## src/utf8vs_pkg.sv

```systemverilog
// Package with types, constants and helper functions for the UTF-8 validate/sanitize block.
package utf8vs_pkg;

  // Default depth of the job queue between the classifier and the serializer.
  localparam int QUEUE_DEPTH = 2;

  // Replacement byte after reset ('?').
  localparam logic [7:0] REPL_RESET = 8'h3F;

  // Largest number of result bytes that one input byte can cause.
  localparam int MAX_OUT = 4;

  // Lead byte classes, given as the full sequence length.
  localparam logic [2:0] LEN_BAD = 3'd0;
  localparam logic [2:0] LEN_ONE = 3'd1;
  localparam logic [2:0] LEN_TWO = 3'd2;
  localparam logic [2:0] LEN_THREE = 3'd3;
  localparam logic [2:0] LEN_FOUR = 3'd4;

  // Code point limits.
  localparam logic [20:0] CP_MIN_TWO = 21'h00080;
  localparam logic [20:0] CP_MIN_THREE = 21'h00800;
  localparam logic [20:0] CP_MIN_FOUR = 21'h10000;
  localparam logic [20:0] CP_SURR_LO = 21'h0D800;
  localparam logic [20:0] CP_SURR_HI = 21'h0DFFF;
  localparam logic [20:0] CP_MAX = 21'h10FFFF;

  // One input item.
  typedef struct packed {
    logic [7:0] in_byte;
    logic       in_last;
  } in_item_t;

  // One result item.
  typedef struct packed {
    logic [7:0] out_byte;
    logic       was_replaced;
    logic       out_last;
    logic       string_valid;
  } out_item_t;

  // All results caused by one input byte, oldest in slot 0.
  typedef struct packed {
    logic [MAX_OUT-1:0][7:0] data;
    logic [MAX_OUT-1:0]      repl;
    logic [2:0]              count;
    logic                    last;
    logic                    valid;
  } job_t;

  // Sequence length announced by a lead byte, LEN_BAD for invalid leads.
  function automatic logic [2:0] lead_len(input logic [7:0] b);
    logic [2:0] len;
    begin
      if (b[7] == 1'b0) len = LEN_ONE;
      else if (b[7:5] == 3'b110) len = LEN_TWO;
      else if (b[7:4] == 4'b1110) len = LEN_THREE;
      else if (b[7:3] == 5'b11110) len = LEN_FOUR;
      else len = LEN_BAD;
      return len;
    end
  endfunction

  // Range check of a complete sequence; b_last is its final byte.
  function automatic logic value_ok(input logic [7:0] b0, input logic [7:0] b1,
                                    input logic [7:0] b2, input logic [7:0] b_last,
                                    input logic [2:0] len);
    logic [20:0] cp;
    logic        ok;
    begin
      case (len)
        LEN_TWO: begin
          cp = {10'd0, b0[4:0], b_last[5:0]};
          ok = (cp >= CP_MIN_TWO);
        end
        LEN_THREE: begin
          cp = {5'd0, b0[3:0], b1[5:0], b_last[5:0]};
          ok = (cp >= CP_MIN_THREE) && !((cp >= CP_SURR_LO) && (cp <= CP_SURR_HI));
        end
        LEN_FOUR: begin
          cp = {b0[2:0], b1[5:0], b2[5:0], b_last[5:0]};
          ok = (cp >= CP_MIN_FOUR) && (cp <= CP_MAX);
        end
        default: begin
          cp = '0;
          ok = 1'b0;
        end
      endcase
      return ok;
    end
  endfunction

endpackage

```

## src/utf8vs_front.sv

```systemverilog
// Front part: accepts bytes, tracks the pending sequence and builds one result job per byte.
module utf8vs_front (
  input  logic                clk,
  input  logic                rst,
  input  logic                accept,
  input  utf8vs_pkg::in_item_t in_item,
  input  logic                cfg_valid,
  output logic                cfg_ready,
  input  logic [7:0]          cfg_data,
  output logic                job_push,
  output utf8vs_pkg::job_t    job
);
  import utf8vs_pkg::*;

  logic [7:0] repl_byte;
  logic [7:0] pend [3];
  logic [1:0] pcnt, pcnt_next;
  logic [2:0] exp_len, exp_next;
  logic       err, err_next;
  logic       lead_store, cont_store;

  logic [7:0] b;
  logic       last;
  logic       is_cont;
  logic [2:0] total;
  logic [2:0] len;
  logic [7:0] s1, s2;
  logic       ok;
  logic [1:0] k;

  assign b = in_item.in_byte;
  assign last = in_item.in_last;
  assign is_cont = (b[7:6] == 2'b10);
  assign cfg_ready = 1'b1;

  // Classify the byte and fill the result slots.
  always_comb begin
    job = '0;
    pcnt_next = pcnt;
    exp_next = exp_len;
    lead_store = 1'b0;
    cont_store = 1'b0;
    total = {1'b0, pcnt} + 3'd1;
    len = lead_len(b);
    s1 = (total == LEN_TWO) ? b : pend[1];
    s2 = (total == LEN_THREE) ? b : pend[2];
    ok = 1'b0;
    k = pcnt;
    if ((pcnt != 2'd0) && is_cont) begin
      if ((total >= exp_len) || (pcnt == 2'd3)) begin
        // Sequence complete: copy it or replace all of it.
        ok = (total == exp_len) && value_ok(pend[0], pend[1], pend[2], b, total);
        for (int i = 0; i < MAX_OUT; i++) begin
          if (3'(i) < total) begin
            job.repl[i] = !ok;
            if (!ok) job.data[i] = repl_byte;
            else if (i == 0) job.data[i] = pend[0];
            else if (i == 1) job.data[i] = s1;
            else if (i == 2) job.data[i] = s2;
            else job.data[i] = b;
          end
        end
        job.count = total;
        pcnt_next = 2'd0;
        exp_next = 3'd0;
      end else begin
        // Hold the continuation; on the final byte the whole sequence is truncated.
        cont_store = 1'b1;
        pcnt_next = pcnt + 2'd1;
        if (last) begin
          for (int i = 0; i < MAX_OUT; i++) begin
            if (3'(i) < total) begin
              job.data[i] = repl_byte;
              job.repl[i] = 1'b1;
            end
          end
          job.count = total;
        end
      end
    end else begin
      // Any held bytes are broken by this byte.
      for (int i = 0; i < 3; i++) begin
        if (2'(i) < pcnt) begin
          job.data[i] = repl_byte;
          job.repl[i] = 1'b1;
        end
      end
      pcnt_next = 2'd0;
      exp_next = 3'd0;
      job.count = {1'b0, k};
      if (len == LEN_ONE) begin
        job.data[k] = b;
        job.count = {1'b0, k} + 3'd1;
      end else if (len == LEN_BAD) begin
        job.data[k] = repl_byte;
        job.repl[k] = 1'b1;
        job.count = {1'b0, k} + 3'd1;
      end else begin
        lead_store = 1'b1;
        pcnt_next = 2'd1;
        exp_next = len;
        if (last) begin
          job.data[k] = repl_byte;
          job.repl[k] = 1'b1;
          job.count = {1'b0, k} + 3'd1;
        end
      end
    end
    // The final byte ends the string and reports its validity.
    err_next = err | (|job.repl);
    if (last) begin
      pcnt_next = 2'd0;
      exp_next = 3'd0;
      job.last = 1'b1;
      job.valid = !err_next;
      err_next = 1'b0;
    end
  end

  assign job_push = accept && (job.count != 3'd0);

  // Sequence state and the replacement register.
  always_ff @(posedge clk) begin
    if (rst) begin
      pcnt <= 2'd0;
      exp_len <= 3'd0;
      err <= 1'b0;
      repl_byte <= REPL_RESET;
    end else begin
      if (cfg_valid && cfg_ready) begin
        repl_byte <= cfg_data;
      end
      if (accept) begin
        pcnt <= pcnt_next;
        exp_len <= exp_next;
        err <= err_next;
      end
    end
  end

  // Held bytes carry no reset.
  always_ff @(posedge clk) begin
    if (accept && lead_store) begin
      pend[0] <= b;
    end
    if (accept && cont_store) begin
      case (pcnt)
        2'd1: pend[1] <= b;
        2'd2: pend[2] <= b;
        default: pend[0] <= pend[0];
      endcase
    end
  end

  a_last_clears: assert property (@(posedge clk) disable iff (rst)
    accept && last |=> (pcnt == 2'd0) && !err)
    else $error("pending state not cleared after final byte");

  a_pend_shorter: assert property (@(posedge clk) disable iff (rst)
    (pcnt != 2'd0) |-> (exp_len >= LEN_TWO) && (exp_len > {1'b0, pcnt}))
    else $error("pending count does not fit expected length");

endmodule

```

## src/utf8vs_queue.sv

```systemverilog
// Short job queue between the classifier and the serializer.
module utf8vs_queue #(
  parameter int DEPTH = utf8vs_pkg::QUEUE_DEPTH
) (
  input  logic             clk,
  input  logic             rst,
  input  logic             wr,
  input  utf8vs_pkg::job_t wr_data,
  output logic             full,
  input  logic             rd,
  output utf8vs_pkg::job_t rd_data,
  output logic             empty
);
  import utf8vs_pkg::*;

  localparam int AW = (DEPTH > 1) ? $clog2(DEPTH) : 1;
  localparam int CW = $clog2(DEPTH + 1);

  job_t          mem [DEPTH];
  logic [AW-1:0] wptr, rptr;
  logic [CW-1:0] count;

  assign full = (count == CW'(DEPTH));
  assign empty = (count == '0);
  assign rd_data = mem[rptr];

  // Storage write.
  always_ff @(posedge clk) begin
    if (wr) begin
      mem[wptr] <= wr_data;
    end
  end

  // Pointers and fill count.
  always_ff @(posedge clk) begin
    if (rst) begin
      wptr <= '0;
      rptr <= '0;
      count <= '0;
    end else begin
      if (wr) begin
        wptr <= (wptr == AW'(DEPTH - 1)) ? '0 : wptr + AW'(1);
      end
      if (rd) begin
        rptr <= (rptr == AW'(DEPTH - 1)) ? '0 : rptr + AW'(1);
      end
      if (wr && !rd) count <= count + CW'(1);
      else if (rd && !wr) count <= count - CW'(1);
    end
  end

  a_no_overflow: assert property (@(posedge clk) disable iff (rst)
    wr |-> (count < CW'(DEPTH)) || rd)
    else $error("job queue overflow");

endmodule

```

## src/utf8vs_back.sv

```systemverilog
// Back part: takes jobs from the queue and hands out their bytes one transfer at a time.
module utf8vs_back (
  input  logic                 clk,
  input  logic                 rst,
  input  logic                 q_empty,
  input  utf8vs_pkg::job_t     q_data,
  output logic                 q_rd,
  output logic                 empty,
  input  logic                 pop,
  output utf8vs_pkg::out_item_t out_item
);
  import utf8vs_pkg::*;

  job_t       cur;
  logic       busy;
  logic [1:0] idx;
  logic       at_end;
  logic       advance;

  assign at_end = ({1'b0, idx} == (cur.count - 3'd1));
  assign advance = !busy || (pop && at_end);
  assign q_rd = advance && !q_empty;
  assign empty = !busy;

  // Present the current slot.
  always_comb begin
    out_item.out_byte = cur.data[idx];
    out_item.was_replaced = cur.repl[idx];
    out_item.out_last = cur.last && at_end;
    out_item.string_valid = cur.last && at_end && cur.valid;
  end

  // Job holding register and slot counter.
  always_ff @(posedge clk) begin
    if (rst) begin
      busy <= 1'b0;
      idx <= 2'd0;
    end else if (advance) begin
      busy <= !q_empty;
      idx <= 2'd0;
    end else if (pop) begin
      idx <= idx + 2'd1;
    end
  end

  always_ff @(posedge clk) begin
    if (q_rd) begin
      cur <= q_data;
    end
  end

  a_job_nonempty: assert property (@(posedge clk) disable iff (rst)
    busy |-> (cur.count != 3'd0) && ({1'b0, idx} < cur.count))
    else $error("slot index outside the current job");

endmodule

```

## src/utf8_validate_sanitize.sv

```systemverilog
// Top level of the UTF-8 validator and sanitizer.
// Bytes enter through a queue-like port (push/full) and results leave through
// another (empty/pop). A classifier turns each accepted byte into a job of zero
// to four result bytes, a queue of QUEUE_DEPTH jobs decouples it from the
// serializer, and the serializer hands out one result byte per cycle while pop
// is held. A plain stream runs at one byte per cycle; a byte that yields several
// results holds the output while they are handed out, and input stalls only once
// the job queue fills. When the serializer is idle, the first result of a byte
// passes through the queue storage and the serializer's job register before it
// appears. No clearing pass follows reset.
module utf8_validate_sanitize #(
  parameter int QUEUE_DEPTH = utf8vs_pkg::QUEUE_DEPTH
) (
  input  logic                  clk,
  input  logic                  rst,
  input  logic                  push,
  output logic                  full,
  input  utf8vs_pkg::in_item_t  in_item,
  output logic                  empty,
  input  logic                  pop,
  output utf8vs_pkg::out_item_t out_item,
  input  logic                  cfg_valid,
  output logic                  cfg_ready,
  input  logic [7:0]            cfg_data
);
  import utf8vs_pkg::*;

  job_t job, q_data;
  logic job_push, q_rd, q_empty, accept;

  assign accept = push && !full;

  utf8vs_front u_front (
    .clk      (clk),
    .rst      (rst),
    .accept   (accept),
    .in_item  (in_item),
    .cfg_valid(cfg_valid),
    .cfg_ready(cfg_ready),
    .cfg_data (cfg_data),
    .job_push (job_push),
    .job      (job)
  );

  utf8vs_queue #(.DEPTH(QUEUE_DEPTH)) u_queue (
    .clk    (clk),
    .rst    (rst),
    .wr     (job_push),
    .wr_data(job),
    .full   (full),
    .rd     (q_rd),
    .rd_data(q_data),
    .empty  (q_empty)
  );

  utf8vs_back u_back (
    .clk     (clk),
    .rst     (rst),
    .q_empty (q_empty),
    .q_data  (q_data),
    .q_rd    (q_rd),
    .empty   (empty),
    .pop     (pop),
    .out_item(out_item)
  );

endmodule

```

## config.mk

```make
export PLATFORM = sky130hd
export DESIGN_NAME = utf8_validate_sanitize
export DESIGN_NICKNAME = d
export VERILOG_FILES = /design/src/utf8vs_pkg.sv /design/src/utf8vs_front.sv /design/src/utf8vs_queue.sv /design/src/utf8vs_back.sv /design/src/utf8_validate_sanitize.sv
export SDC_FILE = /design/constraint.sdc
export NUM_CORES = 1
export LEC_CHECK = 0
export BUFFER_PORTS_ARGS = -buffer_cell sky130_fd_sc_hd__buf_2
export CORE_ASPECT_RATIO = 0.8
export CORE_UTILIZATION = 61
export DETAILED_ROUTE_END_ITERATION = 10
export PLACE_DENSITY_LB_ADDON = 0.12
export SLEW_MARGIN = 20
export SYNTH_ARGS = -nofsm -noshare
export SYNTH_HDL_FRONTEND = slang
export SYNTH_SLANG_ARGS = --single-unit
```

## constraint.sdc

```tcl
create_clock -name clk -period 4.9 [get_ports clk]
set_input_delay 0 -clock clk [delete_from_list [all_inputs] [get_ports clk]]
set_output_delay 0 -clock clk [all_outputs]
set_load 0.05 [all_outputs]
```

==> impl_metrics.yaml <==
power_and_ir_drop:
  irDropWorstVdd_v: 0.000657
  powerDensity_nw_per_um2: 485
  leakagePower_nw: 3.10
  finalPower_mw: 4.28
global_routing:
  grt_pass1_wl_mm: 27.1
  grt_max_degree: 43
  antenna_found_initial: 0
  grt.overflow.total: 0
  first_global_vias: 4744
  grt_usage_pct: 28.8
die:
  die_w_um: 127
  core_region_area_um2: 12200
  pin_count: 36
  fp-row-count: 36
  design.die.area_um2: 13000
  fp.dieH_um: 102
  start_util_pct: 62.8
sta:
  hold_viol: 0
  fin_skew_ps: 10.9
  period_share_pct: 74.9
  finalSetupViolCount: 0
  grt_setup_unrepaired: "false"
  fin_hold_ws_ps: 23.6
  max_freq_mhz: 272
  post-route-min-period_ps: 3670
  slew_violations: 0
  setup_tns_ps: 0
  finalWorstSetupSlack_ps: 1230
  worst_pin_slew_ps: 935
  relSlewSlack_pct: 37.6
setup_path:
  cp-end-kind: "register"
  rrSetupSlack_ps: 1230
  r2r_end: "u_queue.count[1]"
  crit_type: "register to register"
  crit_path_max_fanout: 8
  arrival_ps: 4030
  worst_ep_required_time_ps: 5250
  r2r-start: "u_front.k[0]"
  critPathLaunch: "u_front.k[0]"
  start_kind: "register"
  reg2regPathDepth: 12
yosys:
  synth_top_family_by_area: "compound AO/OA/AOI/OAI gates"
  muxShareOfSynthArea_pct: 10.9
  synth_top_flop_cell: "edfxtp_1"
  synth_top_area_cell: "edfxtp_1"
  synth.distinct_cells: 53
  syn_inst: 567
  synth_top_area_share_pct: 57.6
  synth_area_um2: 7660
  synth-simple-area-share_pct: 8.48
  synthXorXnorAreaFrac_pct: 1.03
  ys_async_sr_fraction_pct: 0
  ys_seq_area_share_pct: 63.1
  ys_ff_latch: 168
  synth_edf_count: 147
  synth_area_per_cell_um2: 13.5
  synthTopCellsByArea: "edfxtp_1, mux2_2, dfxtp_1, a21oi_1, mux4_2"
  synthesis.yosys.warnings: 0
  synth_common_cells: "edfxtp_1, a21oi_1, mux2_2"
  syn-num-nets: 601
  synth_compound_area_share_pct: 11.5
  synth.most_common_cell: "edfxtp_1"
  synth_fa_ha_area_share_pct: 1.96
routing:
  drc_errors: 0
  route.met2.wl_mm: 7.36
  routed-via-count: 5029
  viasPerCell: 6.27
  routed_wl_mm: 17.5
  final_antenna_net_count: 0
  routed.top_layer: "met4"
  drt-met1-wl_mm: 8.37
  wl_met3_mm: 1.37
  drt-initial-drc-count: 714
  dr.pass1.iters: 6
  wl_per_cell_um: 21.8
min_path:
  min_path_cells: 2
  hp-start: "cfg_valid"
  hold_path_class: "primary input to register"
  holdPathEnd: "u_front.repl_byte[3]"
cts:
  post_cts_resized: 0
  cts-root-buf: "clkbuf_16"
  cts_tree: "built"
  postCtsSetupRepairBufs: 0
  clock_path_buffers: 2
  cts.sinks: 168
  cts_hold_buf: 25
  clk_latency_ps: 430
  clk_pin_slew_ps: 70
  cts_buffers: 17
  htree_num_levels: 4
layout:
  area_growth_pct: 15.0
  drive_gt1_share_pct: 20.8
  diodes: 0
  nFillCells: 825
  nets: 652
  design_area_um2: 8810
placement:
  port_buffers: 34
  dpl_cell_area_um2: 7980
  place_congestion: 0.942
  pre_cts_ws_ps: 1320
  hpwl_mm: 11.4
flow_run:
  cap_viol_max_count: 0
outcome:
  outcome: "completed"
## per-layer routing
layer | vias up | GRT usage (%)
met1 | 2434 | 43.7
li1 | 2308 | -
met4 | 0 | 10.3
met5 | - | 0
met2 | 252 | 39.6
met3 | 35 | 7.91
## state kept, by name, summed over array words and instances, names as in the netlist
signal,count
u_front.pend,24
u_queue.count,2
u_queue.rptr,1
u_front.err,1
u_queue.mem,82
u_front.exp_len,3
u_front.repl_byte,8
u_back.cur,41
u_front.k,2
u_queue.wptr,1
u_back.idx,2
u_back.busy,1
## power by group
part / internal [mW] / switching, mW
Clock: 0.756 / 0.556
Sequential: 1.93 / 0.165
Combinational: 0.330 / 0.541
## layout by cell type (no fill, tap or decap), types with 4 or more instances in the layout
cell / count
xor2_1: 5
nor2_1: 26
o21ai_0: 11
inv_1: 22
mux4_2: 9
nand2b_1: 4
a22o_1: 9
dfxtp_1: 20
nor2b_1: 9
nor3_1: 7
xnor2_1: 4
and3_1: 10
a221oi_1: 15
o211ai_1: 13
ha_1: 12
nand2_1: 26
mux2_2: 42
a31oi_1: 6
nand3_1: 14
buf_4: 8
edfxtp_1: 147
clkbuf_16: 17
buf_2: 34
dlygate4sd3_1: 25
mux2i_1: 16
a22oi_1: 6
nor3b_1: 5
or3_1: 5
a21oi_1: 43
## through the flow
| stage | cells | util, % |
|---|---|---|
| floorplan | 567 | - |
| global placement | 745 | 65.4 |
| detailed placement | 745 | 65.4 |
| CTS | 802 | 72.2 |
| global route | 802 | 72.2 |
| finish | 802 | 72.2 |
## how the worst max path moves through the flow
stage	to	slack [ps]	depth (start not counted)
5_1_grt	u_queue.count[1]	1050	12
2_1_floorplan	u_queue.mem[0][0]	740	9
4_1_cts	u_queue.count[1]	1300	12
6_report	u_queue.count[1]	1230	12
3_5_place_dp	u_queue.count[1]	1320	12
3_3_place_gp	u_queue.count[1]	1440	12
## layout make-up
type                       instances  area, um2  share of cell area (%)
timing repair buffer              67        480                    5.45
sequential                       168       4840                    54.9
inverter                          22       82.6                   0.937
tap                              171        214                    2.43
multi-input combinational        342       2620                    29.7
clock inverter                    13        143                    1.62
clock buffer                      19        433                    4.91
## logic make-up (layout without fill, tap and decap cells)
group | Yosys count | in the layout
AND/OR/NAND/NOR | 124 | 124
buffers and inverters | 57 | 121
other | 1 | 1
AO/OA/AOI/OAI | 129 | 129
XOR/XNOR | 9 | 9
adder cells (fa/ha/maj) | 12 | 12
multiplexers | 67 | 67
flip-flops | 168 | 168
## worst max-delay path, cell delays in order, from the launching register on
cell,delay [ps]
dfxtp_1,490
inv_1,180
ha_1,380
ha_1,300
nand2_1,90
o21ai_1,380
nor2_1,120
a211oi_1,350
o22a_1,360
inv_1,80
ha_1,330
or3_1,370
a21oi_1,150
(Power assumes the default switching activity.)
